==> src/rtl/core/lps_pkg.sv <==
// ----------------------------------------------------------------------------
// lps_pkg
// Shared types, state codes and constants of the load pulse sequencer.
// ----------------------------------------------------------------------------
package lps_pkg;

  localparam int unsigned TimeW   = 32;
  localparam int unsigned AmpW    = 32;
  localparam int unsigned NanoW   = 30;
  localparam int unsigned StateW  = 4;
  localparam int unsigned PhaseW  = 2;
  localparam int unsigned CfgIdxW = 3;

  localparam logic [31:0] NanoPerUnit = 32'd1000000000;

  // sequencer states
  localparam logic [StateW-1:0] StL1Setup   = 4'd0;
  localparam logic [StateW-1:0] StL1On      = 4'd1;
  localparam logic [StateW-1:0] StL1Idle    = 4'd2;
  localparam logic [StateW-1:0] StL2Setup   = 4'd3;
  localparam logic [StateW-1:0] StL2On      = 4'd4;
  localparam logic [StateW-1:0] StL2Idle    = 4'd5;
  localparam logic [StateW-1:0] StBothSetup = 4'd6;
  localparam logic [StateW-1:0] StBothOn    = 4'd7;
  localparam logic [StateW-1:0] StEndIdle   = 4'd8;

  // finished phase codes
  localparam logic [PhaseW-1:0] PhLoadOne = 2'd0;
  localparam logic [PhaseW-1:0] PhLoadTwo = 2'd1;
  localparam logic [PhaseW-1:0] PhBoth    = 2'd2;

  // configuration register indexes
  localparam logic [CfgIdxW-1:0] RegLoad1On   = 3'd0;
  localparam logic [CfgIdxW-1:0] RegLoad1Idle = 3'd1;
  localparam logic [CfgIdxW-1:0] RegLoad2On   = 3'd2;
  localparam logic [CfgIdxW-1:0] RegLoad2Idle = 3'd3;
  localparam logic [CfgIdxW-1:0] RegBothOn    = 3'd4;
  localparam logic [CfgIdxW-1:0] RegEndIdle   = 3'd5;

  // configuration reset values
  localparam logic [TimeW-1:0] Load1OnRst   = 32'd30000;
  localparam logic [TimeW-1:0] Load1IdleRst = 32'd1000;
  localparam logic [TimeW-1:0] Load2OnRst   = 32'd3000;
  localparam logic [TimeW-1:0] Load2IdleRst = 32'd0;
  localparam logic [TimeW-1:0] BothOnRst    = 32'd0;
  localparam logic [TimeW-1:0] EndIdleRst   = 32'd60000;

  typedef struct packed {
    logic [TimeW-1:0] load1_on_ms;
    logic [TimeW-1:0] load1_idle_ms;
    logic [TimeW-1:0] load2_on_ms;
    logic [TimeW-1:0] load2_idle_ms;
    logic [TimeW-1:0] both_on_ms;
    logic [TimeW-1:0] end_idle_ms;
  } lps_cfg_t;

  typedef struct packed {
    logic              load_one_on;
    logic              load_two_on;
    logic              phase_done;
    logic [PhaseW-1:0] finished_phase;
    logic [AmpW-1:0]   charge_delta;
    logic [StateW-1:0] sequencer_state;
  } lps_result_t;

endpackage

==> src/rtl/core/load_pulse_sequencer_unit.sv <==
// ----------------------------------------------------------------------------
// load_pulse_sequencer_unit
// Millisecond-tick load pulse sequencer with charge accounting per phase.
// ----------------------------------------------------------------------------
// Path: the input word's accept edge loads the input register; the result
//   register is written when the tick is consumed, which back-pressure on
//   the result channel can hold off.
// Throughput: one word per cycle while the result channel is not stalled; the
//   state update is a single pass, so a new tick is taken as the last is consumed.
// Reset: asynchronous, active low; state goes to load one setup with both
//   loads off and the timing registers take their default values.
module load_pulse_sequencer_unit import lps_pkg::*; (
  input  logic               clk_i,
  input  logic               rst_ni,
  // configuration write channel
  input  logic               cfg_valid_i,
  output logic               cfg_ready_o,
  input  logic [CfgIdxW-1:0] cfg_index_i,
  input  logic [TimeW-1:0]   cfg_data_i,
  // input ticks
  input  logic               s_axis_tvalid_i,
  output logic               s_axis_tready_o,
  input  logic [63:0]        s_axis_tdata_i,  // [31:0] charge_amp_hours,
                                              // [61:32] charge_nano_amp_hours
  input  logic               s_axis_tuser_i,  // [0] abort
  // results
  output logic               m_axis_tvalid_o,
  input  logic               m_axis_tready_i,
  output logic [39:0]        m_axis_tdata_o,  // [0] load_one_on, [1] load_two_on,
                                              // [33:2] charge_delta,
                                              // [37:34] sequencer_state
  output logic [2:0]         m_axis_tuser_o   // [0] phase_done,
                                              // [2:1] finished_phase
);

  // Configuration is always taken; the user must write only while idle, the block does not enforce it.
  assign cfg_ready_o = 1'b1;

  lps_cfg_t cfg;

  lps_cfg_regs u_cfg (
    .clk_i      (clk_i),
    .rst_ni     (rst_ni),
    .wr_en_i    (cfg_valid_i),
    .wr_index_i (cfg_index_i),
    .wr_data_i  (cfg_data_i),
    .cfg_o      (cfg)
  );

  // ---- input register --------------------------------------------------
  logic             in_vld_q;
  logic             abort_q;
  logic [AmpW-1:0]  amp_q;
  logic [NanoW-1:0] nano_q;
  logic             in_fire, step;

  // The tick is consumed when the result register is empty or drains now.
  assign step            = in_vld_q && (!m_axis_tvalid_o || m_axis_tready_i);
  assign s_axis_tready_o = !in_vld_q || step;
  assign in_fire         = s_axis_tvalid_i && s_axis_tready_o;

  always_ff @(posedge clk_i or negedge rst_ni) begin
    if (!rst_ni) begin
      in_vld_q <= 1'b0;
    end else if (s_axis_tready_o) begin
      in_vld_q <= s_axis_tvalid_i;
    end
  end

  always_ff @(posedge clk_i) begin
    if (in_fire) begin
      abort_q <= s_axis_tuser_i;
      amp_q   <= s_axis_tdata_i[31:0];
      nano_q  <= s_axis_tdata_i[61:32];
    end
  end

  // ---- sequencer -------------------------------------------------------
  lps_result_t res;

  lps_seq u_seq (
    .clk_i    (clk_i),
    .rst_ni   (rst_ni),
    .step_i   (step),
    .abort_i  (abort_q),
    .amp_i    (amp_q),
    .nano_i   (nano_q),
    .cfg_i    (cfg),
    .result_o (res)
  );

  // ---- result register -------------------------------------------------
  logic        out_vld_q;
  lps_result_t res_q;

  always_ff @(posedge clk_i or negedge rst_ni) begin
    if (!rst_ni) begin
      out_vld_q <= 1'b0;
    end else if (step) begin
      out_vld_q <= 1'b1;
    end else if (m_axis_tready_i) begin
      out_vld_q <= 1'b0;
    end
  end

  always_ff @(posedge clk_i) begin
    if (step) begin
      res_q <= res;
    end
  end

  assign m_axis_tvalid_o = out_vld_q;
  assign m_axis_tdata_o  = {2'b00, res_q.sequencer_state, res_q.charge_delta,
                            res_q.load_two_on, res_q.load_one_on};
  assign m_axis_tuser_o  = {res_q.finished_phase, res_q.phase_done};

  // ---- checks ----------------------------------------------------------
  // A finished phase has switched its load(s) off.
  a_done_load_off: assert property (@(posedge clk_i) disable iff (!rst_ni)
    (out_vld_q && res_q.phase_done && res_q.finished_phase == PhLoadOne)
      |-> !res_q.load_one_on)
    else $error("load one still on after its phase ended");

  a_done_both_off: assert property (@(posedge clk_i) disable iff (!rst_ni)
    (out_vld_q && res_q.phase_done && res_q.finished_phase == PhBoth)
      |-> (!res_q.load_one_on && !res_q.load_two_on))
    else $error("a load still on after the both phase ended");

  // Reported state is always a real state.
  a_state_range: assert property (@(posedge clk_i) disable iff (!rst_ni)
    out_vld_q |-> (res_q.sequencer_state <= StEndIdle))
    else $error("sequencer reported an unused state code");

  // No delta without a finished phase.
  a_delta_quiet: assert property (@(posedge clk_i) disable iff (!rst_ni)
    (out_vld_q && !res_q.phase_done) |-> (res_q.charge_delta == '0))
    else $error("charge delta reported without a finished phase");

endmodule

==> src/rtl/core/lps_cfg_regs.sv <==
// ----------------------------------------------------------------------------
// lps_cfg_regs
// Phase timing register file, written through the configuration channel.
// ----------------------------------------------------------------------------
module lps_cfg_regs import lps_pkg::*; (
  input  logic               clk_i,
  input  logic               rst_ni,
  input  logic               wr_en_i,
  input  logic [CfgIdxW-1:0] wr_index_i,
  input  logic [TimeW-1:0]   wr_data_i,
  output lps_cfg_t           cfg_o
);

  lps_cfg_t cfg_q, cfg_d;

  always_comb begin
    cfg_d = cfg_q;
    if (wr_en_i) begin
      unique case (wr_index_i)
        RegLoad1On:   cfg_d.load1_on_ms   = wr_data_i;
        RegLoad1Idle: cfg_d.load1_idle_ms = wr_data_i;
        RegLoad2On:   cfg_d.load2_on_ms   = wr_data_i;
        RegLoad2Idle: cfg_d.load2_idle_ms = wr_data_i;
        RegBothOn:    cfg_d.both_on_ms    = wr_data_i;
        RegEndIdle:   cfg_d.end_idle_ms   = wr_data_i;
        default: ;    // unmapped index, write dropped
      endcase
    end
  end

  always_ff @(posedge clk_i or negedge rst_ni) begin
    if (!rst_ni) begin
      cfg_q.load1_on_ms   <= Load1OnRst;
      cfg_q.load1_idle_ms <= Load1IdleRst;
      cfg_q.load2_on_ms   <= Load2OnRst;
      cfg_q.load2_idle_ms <= Load2IdleRst;
      cfg_q.both_on_ms    <= BothOnRst;
      cfg_q.end_idle_ms   <= EndIdleRst;
    end else begin
      cfg_q <= cfg_d;
    end
  end

  assign cfg_o = cfg_q;

endmodule

==> src/rtl/core/lps_seq.sv <==
// ----------------------------------------------------------------------------
// lps_seq
// Phase state machine: state registers and the one-tick update.
// ----------------------------------------------------------------------------
module lps_seq import lps_pkg::*; (
  input  logic             clk_i,
  input  logic             rst_ni,
  input  logic             step_i,
  input  logic             abort_i,
  input  logic [AmpW-1:0]  amp_i,
  input  logic [NanoW-1:0] nano_i,
  input  lps_cfg_t         cfg_i,
  output lps_result_t      result_o
);

  logic [StateW-1:0] state_q, state_d;
  logic [TimeW-1:0]  ticks_q, ticks_d, ticks_act;
  logic [AmpW-1:0]   start_amp_q, start_amp_d;
  logic [NanoW-1:0]  start_nano_q, start_nano_d;
  logic [1:0]        drive_q, drive_d;
  logic              done;
  logic [PhaseW-1:0] which;
  logic [AmpW-1:0]   delta, amp_diff, amp_scaled;
  logic              ticks_zero;

  // delta = (a - sa) * 1e9 + (n - sn), all mod 2^32
  assign amp_diff   = amp_i - start_amp_q;
  assign amp_scaled = amp_diff * NanoPerUnit;
  assign delta      = amp_scaled + {2'b00, nano_i} - {2'b00, start_nano_q};

  assign ticks_zero = (ticks_q == '0);

  always_comb begin
    state_d      = state_q;
    ticks_act    = ticks_q;
    start_amp_d  = start_amp_q;
    start_nano_d = start_nano_q;
    drive_d      = drive_q;
    done         = 1'b0;
    which        = PhLoadOne;
    unique case (state_q)
      StL1On: begin
        if (ticks_zero) begin
          drive_d[0] = 1'b0;
          done       = 1'b1;
          which      = PhLoadOne;
          ticks_act  = cfg_i.load1_idle_ms;
          state_d    = StL1Idle;
        end
      end
      StL1Idle: begin
        if (ticks_zero) state_d = StL2Setup;
      end
      StL2Setup: begin
        if (cfg_i.load2_on_ms != '0) begin
          start_amp_d  = amp_i;
          start_nano_d = nano_i;
          drive_d[1]   = 1'b1;
          ticks_act    = cfg_i.load2_on_ms;
          state_d      = StL2On;
        end else begin
          ticks_act = cfg_i.load2_idle_ms;
          state_d   = StL2Idle;
        end
      end
      StL2On: begin
        if (ticks_zero) begin
          drive_d[1] = 1'b0;
          done       = 1'b1;
          which      = PhLoadTwo;
          ticks_act  = cfg_i.load2_idle_ms;
          state_d    = StL2Idle;
        end
      end
      StL2Idle: begin
        if (ticks_zero) state_d = StBothSetup;
      end
      StBothSetup: begin
        if (cfg_i.both_on_ms != '0) begin
          start_amp_d  = amp_i;
          start_nano_d = nano_i;
          drive_d      = 2'b11;
          ticks_act    = cfg_i.both_on_ms;
          state_d      = StBothOn;
        end else begin
          ticks_act = cfg_i.end_idle_ms;
          state_d   = StEndIdle;
        end
      end
      StBothOn: begin
        if (ticks_zero) begin
          drive_d   = 2'b00;
          done      = 1'b1;
          which     = PhBoth;
          ticks_act = cfg_i.end_idle_ms;
          state_d   = StEndIdle;
        end
      end
      StEndIdle: begin
        if (ticks_zero) state_d = StL1Setup;
      end
      default: begin  // load one setup, unused codes behave the same
        if (cfg_i.load1_on_ms != '0) begin
          start_amp_d  = amp_i;
          start_nano_d = nano_i;
          drive_d[0]   = 1'b1;
          ticks_act    = cfg_i.load1_on_ms;
          state_d      = StL1On;
        end else begin
          ticks_act = cfg_i.load1_idle_ms;
          state_d   = StL1Idle;
        end
      end
    endcase

    ticks_d = (ticks_act != '0) ? ticks_act - TimeW'(1) : ticks_act;

    if (abort_i) begin
      drive_d = 2'b00;
      state_d = StL1Setup;
      ticks_d = '0;
    end
  end

  always_ff @(posedge clk_i or negedge rst_ni) begin
    if (!rst_ni) begin
      state_q      <= StL1Setup;
      ticks_q      <= '0;
      start_amp_q  <= '0;
      start_nano_q <= '0;
      drive_q      <= 2'b00;
    end else if (step_i) begin
      state_q      <= state_d;
      ticks_q      <= ticks_d;
      start_amp_q  <= start_amp_d;
      start_nano_q <= start_nano_d;
      drive_q      <= drive_d;
    end
  end

  always_comb begin
    result_o.load_one_on     = drive_d[0];
    result_o.load_two_on     = drive_d[1];
    result_o.phase_done      = done;
    result_o.finished_phase  = done ? which : PhLoadOne;
    result_o.charge_delta    = done ? delta : '0;
    result_o.sequencer_state = state_d;
  end

endmodule
==> config.mk <==
export PLATFORM = sky130hd
export DESIGN_NAME = load_pulse_sequencer_unit
export DESIGN_NICKNAME = d
export VERILOG_FILES = /design/src/rtl/core/lps_pkg.sv /design/src/rtl/core/load_pulse_sequencer_unit.sv /design/src/rtl/core/lps_cfg_regs.sv /design/src/rtl/core/lps_seq.sv
export SDC_FILE = /design/constraint.sdc
export NUM_CORES = 1
export LEC_CHECK = 0
export ABC_AREA = 1
export BUFFER_PORTS_ARGS = -buffer_cell sky130_fd_sc_hd__buf_2
export CORE_AREA = 2 2 173 260
export DETAILED_ROUTE_END_ITERATION = 16
export DIE_AREA = 0 0 175 262
export PLACE_DENSITY = 0.76
export REMOVE_ABC_BUFFERS = 1
export SYNTH_ARGS = -nofsm -noshare
export SYNTH_HDL_FRONTEND = slang
export SYNTH_SLANG_ARGS = --single-unit
export TNS_END_PERCENT = 5
==> constraint.sdc <==
create_clock -name clk_i -period 9.35 [get_ports clk_i]
set_input_delay 0 -clock clk_i [delete_from_list [all_inputs] [get_ports clk_i]]
set_output_delay 0 -clock clk_i [all_outputs]
set_load 0.005 [all_outputs]
==> results of run 1 <==
==> worst max-delay path: cells and delay by family (launching register included) <==
family / cells / cell delay (ns)
AOI/OAI and AO/OA: 8 / 1.63
DFF: 1 / 0.38
xor gates and xnor gates: 3 / 0.73
and+or+nand+nor: 10 / 1.13
adders and majority gates: 11 / 4.27
buffers and inverters: 7 / 0.45
==> through the flow <==
step	hold slack, ns	setup slack (ns)	cells
after floorplan	-0.296	1.49	3212
after global placement	0.0210	0.686	3956
after detailed placement	0.0278	0.568	3956
after CTS	0.0640	0.571	4119
after global routing	0.0818	0.0528	4120
final	0.0192	0.529	4122
==> registers in the layout, indices dropped and copies added, names as in the netlist <==
name                flops
u_seq.drive_q           2
in_vld_q                1
amp_q                  23
m_axis_tvalid_o         1
u_seq.start_amp_q      23
m_axis_tdata_o         38
u_seq.ticks_q          32
nano_q                 30
abort_q                 1
m_axis_tuser_o          3
u_seq.start_nano_q     30
u_seq.state_q           4
u_cfg.cfg_o           192
==> per-layer routing <==
layer,global-route usage (%),vias to the layer above,wire [µm]
met3,3.94,342,4400
met2,63.7,998,41000
met5,0,-,0
li1,-,11100,-
met4,24.6,0,5920
met1,37.9,11000,28000
==> layout make-up <==
class / count / area share, %
Antenna cell: 3 / 0.0252
Clock buffer: 53 / 3.74
Clock inverter: 19 / 0.863
Sequential cell: 380 / 33.7
Tap cell: 576 / 2.42
Multi-Input combinational cell: 2345 / 46.9
Inverter: 487 / 6.15
Timing Repair Buffer: 259 / 6.19
==> cell families after synthesis <==
| kind of cell | count (synthesis) | share of synthesized area (%) |
|---|---|---|
| simple gates | 1493 | 24.1 |
| buf+inv | 596 | 9.06 |
| compound gates | 518 | 10.6 |
| flops | 380 | 38.1 |
| fa+ha+maj | 278 | 16.3 |
| xor+xnor | 52 | 1.73 |
| other cells | 2 | 0.0286 |
| mux | 1 | 0.0428 |
==> cell usage after synthesis (8+ instances only) <==
master	n	area share (%)
edfxtp_1	95	11
xor2_1	32	1.1
o21a_1	9	0.26
o21ai_0	298	5.7
ha_1	169	8.0
nor2_1	225	3.2
nor2_2	14	0.33
buf_6	10	0.43
dfstp_2	27	2.7
a21oi_1	139	2.6
nand2_1	889	13
buf_2	27	0.51
nor2_4	9	0.39
inv_1	477	6.8
nand2_2	16	0.38
o21ai_1	26	0.49
dfrtp_1	258	25
buf_4	9	0.26
inv_2	8	0.11
nand4_1	51	1.2
fa_1	109	8.3
xnor2_1	20	0.67
nand3_1	253	4.8
clkbuf_1	60	0.86
==> how the worst max path moves through the flow <==
stage | startpoint | to | slack, ns
after floorplan | u_seq.start_amp_q[0] | m_axis_tdata_o[33] | 1.49
after global placement | amp_q[0] | m_axis_tdata_o[33] | 0.69
after detailed placement | u_seq.start_amp_q[0] | m_axis_tdata_o[33] | 0.57
after CTS | u_seq.start_amp_q[0] | m_axis_tdata_o[33] | 0.57
after global routing | u_seq.start_amp_q[0] | m_axis_tdata_o[33] | 0.05
final | u_seq.start_amp_q[0] | m_axis_tdata_o[33] | 0.53
==> what timing repair did <==
action / CTS / global route
resized for setup: 0 / 1
hold endpoints to repair: 326 / 0
setup endpoints to repair: 0 / 1
hold buffers: 91 / 0
==> impl_metrics.yaml, run 1 <==
status:
  outcome: "finished clean"
worst_setup_path:
  crit_type: "reg2reg"
  crit_fanout: 6
  r2r-start: "u_seq.start_amp_q[0]"
  rr_endpoint: "m_axis_tdata_o[33]"
  reg2reg_slack_ns: 0.53
  slowest_stage: "fa_1"
  end_kind: "flop"
  r2r_cells: 39
  critPathRequiredTime_ns: 9.65
  arrival_ns: 9.12
  critPathMostFrequentCell: "inv_1"
  critPathMaxStageDelay_ns: 0.51
  crit_path_start_kind: "flop"
routing:
  drt_wl_total_um: 79400
  drc_errors: 0
  firstDrtPassIters: 6
  vias_per_cell: 5.67
  vias: 23400
  wl_per_cell_um: 19.3
  drtIter0Drc: 1769
  ant_nets: 0
layout:
  area.sequential_um2: 10000
  drive_gt1_share_pct: 9.91
  fin_nets: 3895
  final_common_cell: "nand2_1"
  final_cell_mix: "nand2_1, inv_1, o21ai_0, dfrtp_1, nand3_1"
  final_util_pct: 68.2
  fillers: 3629
  final_area_um2: 29700
  areaGrowthSynthToFinish_pct: 13.1
  multi_input_area_um2: 14000
place:
  place_area_um2: 27400
  hpwl_um: 55500
  portBuffers: 136
  place.gp.congestion: 0.998
die:
  fp.dieH_um: 262
  rows: 94
  boundaryPins: 151
  fp.coreArea_um2: 43600
  dieArea_um2: 45900
  initial_core_util_pct: 60.3
  die_w_um: 175
synthesis:
  syn-cell-area_um2: 26300
  ys_async_sr_fraction_pct: 75.0
  synth_cell_types: 65
  ys.flop_type: "dfrtp_1"
  ys_ff_latch: 380
  ys_warn_count: 0
  synth-edff-count: 95
  yosysSeqAreaShare_pct: 38.1
  syn_inst: 3320
  avgSynthCellArea_um2: 7.92
clocking:
  path_clk_slew_ns: 0.06
  cts_tree: "yes"
  clockBufferDepth: 3
  cts_inserted_buffers: 39
  cts_sinks: 380
  clockRootBuffer: "clkbuf_16"
  htree_num_levels: 2
  postCtsSetupBuffers: 0
  clkLatencyLatePin_ns: 0.57
sta:
  slew_viol_final: 0
  period_needed_ns: 8.82
  period_share_pct: 94.3
  fin_skew_ns: 0.0368
  setup_viol: 0
  worst_slew_margin_rel_pct: 16.6
  maxClockFrequency_mhz: 113
  rsz0062_at_grt: "no"
  max_slew.worst_pin.slew_ns: 1.25
  hold_viol: 0
  fin_setup_tns_ns: 0
grt:
  first_global_vias: 24100
  grt_pass1_wl_um: 124000
  overflow: 0
  antenna_found_initial: 1
  grt_max_degree: 106
  track_usage_pct: 34.9
min_path:
  hp-class: "in2async"
job:
  maxCapViolations: 0
Power of run 1 is not shown: default switching activity piles up to over one toggle a cycle in this logic, so the estimate is an artifact.
==> run 2: changes to the inputs <==
MAX_ROUTING_LAYER = met4   (was unset)
RECOVER_POWER = 100   (was unset)
==> run 2 against run 1 <==
  * The flow now finishes with violations (max-capacitance violations, max-slew violations)
  * Wire length is 2.0% higher
  * Core utilization is 0.22 points lower
  * Final cell count rose by 0.17%
==> impl_metrics.yaml, run 2 (synthesis results as in run 1) <==
place:
  hpwl_um: 57000
  portBuffers: 136
  place_ws_ns: 0.542
  place.gp.congestion: 0.991
clocking:
  clkLatencyLatePin_ns: 0.56
  clockRootBuffer: "clkbuf_16"
  htree_num_levels: 2
  cts_tree: "yes"
  path_clk_slew_ns: 0.06
  cts_sinks: 380
  postCtsSetupBuffers: 0
  cts_inserted_buffers: 40
  clockBufferDepth: 3
sta:
  worst_slew_margin_rel_pct: -192
  fin_setup_tns_ns: 0
  setup_viol: 0
  fin_ws_ns: 0.518
  period_share_pct: 94.5
  slew_viol_final: 918
  fin_skew_ns: 0.0218
  hold_viol: 0
  max_slew.worst_pin.slew_ns: 4.38
  worst_hold_slack_ns: 0.144
  period_needed_ns: 8.83
  maxClockFrequency_mhz: 113
  rsz0062_at_grt: "no"
worst_setup_path:
  slowest_stage: "fa_1"
  end_kind: "flop"
  crit_type: "reg2reg"
  path_delay_family: "adder cells"
  critPathMaxStageDelay_ns: 0.51
  crit_path_start_kind: "flop"
  crit_buf_inv: 8
  arrival_ns: 9.13
  critPathRequiredTime_ns: 9.65
  critPathMostFrequentCell: "inv_1"
  crit_fanout: 6
routing:
  highest_layer: "met4"
  drtIter0Drc: 1611
  ant_nets: 0
  drt_wl_total_um: 80900
  vias: 23400
  wl_per_cell_um: 19.6
  drc_errors: 0
  vias_per_cell: 5.68
  wl_met3_um: 4200
  firstDrtPassIters: 6
  met2_length_um: 42200
  wl_met1_um: 28500
die:
  initial_core_util_pct: 60.3
  boundaryPins: 151
  dieArea_um2: 45900
  rows: 94
  die_w_um: 175
  fp.coreArea_um2: 43600
  fp.dieH_um: 262
layout:
  fin_nets: 3900
  drive_gt1_share_pct: 8.17
  final_util_pct: 67.9
  final_common_cell: "nand2_1"
  areaGrowthSynthToFinish_pct: 12.7
  largest_reg_flops: 192
  final_cell_mix: "nand2_1, inv_1, o21ai_0, dfrtp_1, nand3_1"
job:
  maxCapViolations: 17
min_path:
  hp-class: "in2reg"
grt:
  track_usage_pct: 37.0
  grt_pass1_wl_um: 127000
  first_global_vias: 24200
  antenna_found_initial: 2
  overflow: 0
  grt_max_degree: 106
status:
  outcome: "finished with violations"
  violations: "max-capacitance violations, max-slew violations"
==> run 2: cell type report <==
type,instances,area [µm²]
sequential,380,10000
clock inverter,15,200
inverter,487,1830
fill,3652,14000
antenna,4,10.0
tap,576,721
multi-input combinational,2345,13900
clock buffer,59,1190
timing repair buffer,263,1750
==> run 2: path summary, 6_finish.rpt <==
kind | start | endpoint | slack (ns) | cells after the start
hold reg to reg | u_cfg.cfg_o[73] | u_cfg.cfg_o[73] | 0.49 | 2
hold / removal | s_axis_tdata_i[32] | nano_q[0] | 0.14 | 2
setup / recovery | amp_q[0] | m_axis_tdata_o[33] | 0.52 | 41
min in group asynchronous | rst_ni | u_seq.start_nano_q[20] | 0.98 | 3
max in group asynchronous | rst_ni | u_cfg.cfg_o[86] | 2.60 | 5
setup reg to reg | amp_q[0] | m_axis_tdata_o[33] | 0.52 | 41
==> run 2: what timing repair did <==
item                       CTS  global route
setup endpoints to repair    0             1
hold endpoints to repair   308             0
resized for setup            0             2
hold buffers                93             0
==> run 2: metrics by stage <==
step                std cells  instance area, µm²
floorplan                3212               25800
global placement         3958               27500
detailed placement       3958               27500
CTS                      4125               29800
global route             4127               29600
finish                   4129               29600
==> run 2: per-layer routing <==
metal  vias up  GRT usage [%]
met5         -              -
met4         0           23.8
met3       333           3.56
met2       918           66.4
met1     11100           38.8
li1      11100              -
Power of run 2 is left out for the same reason.
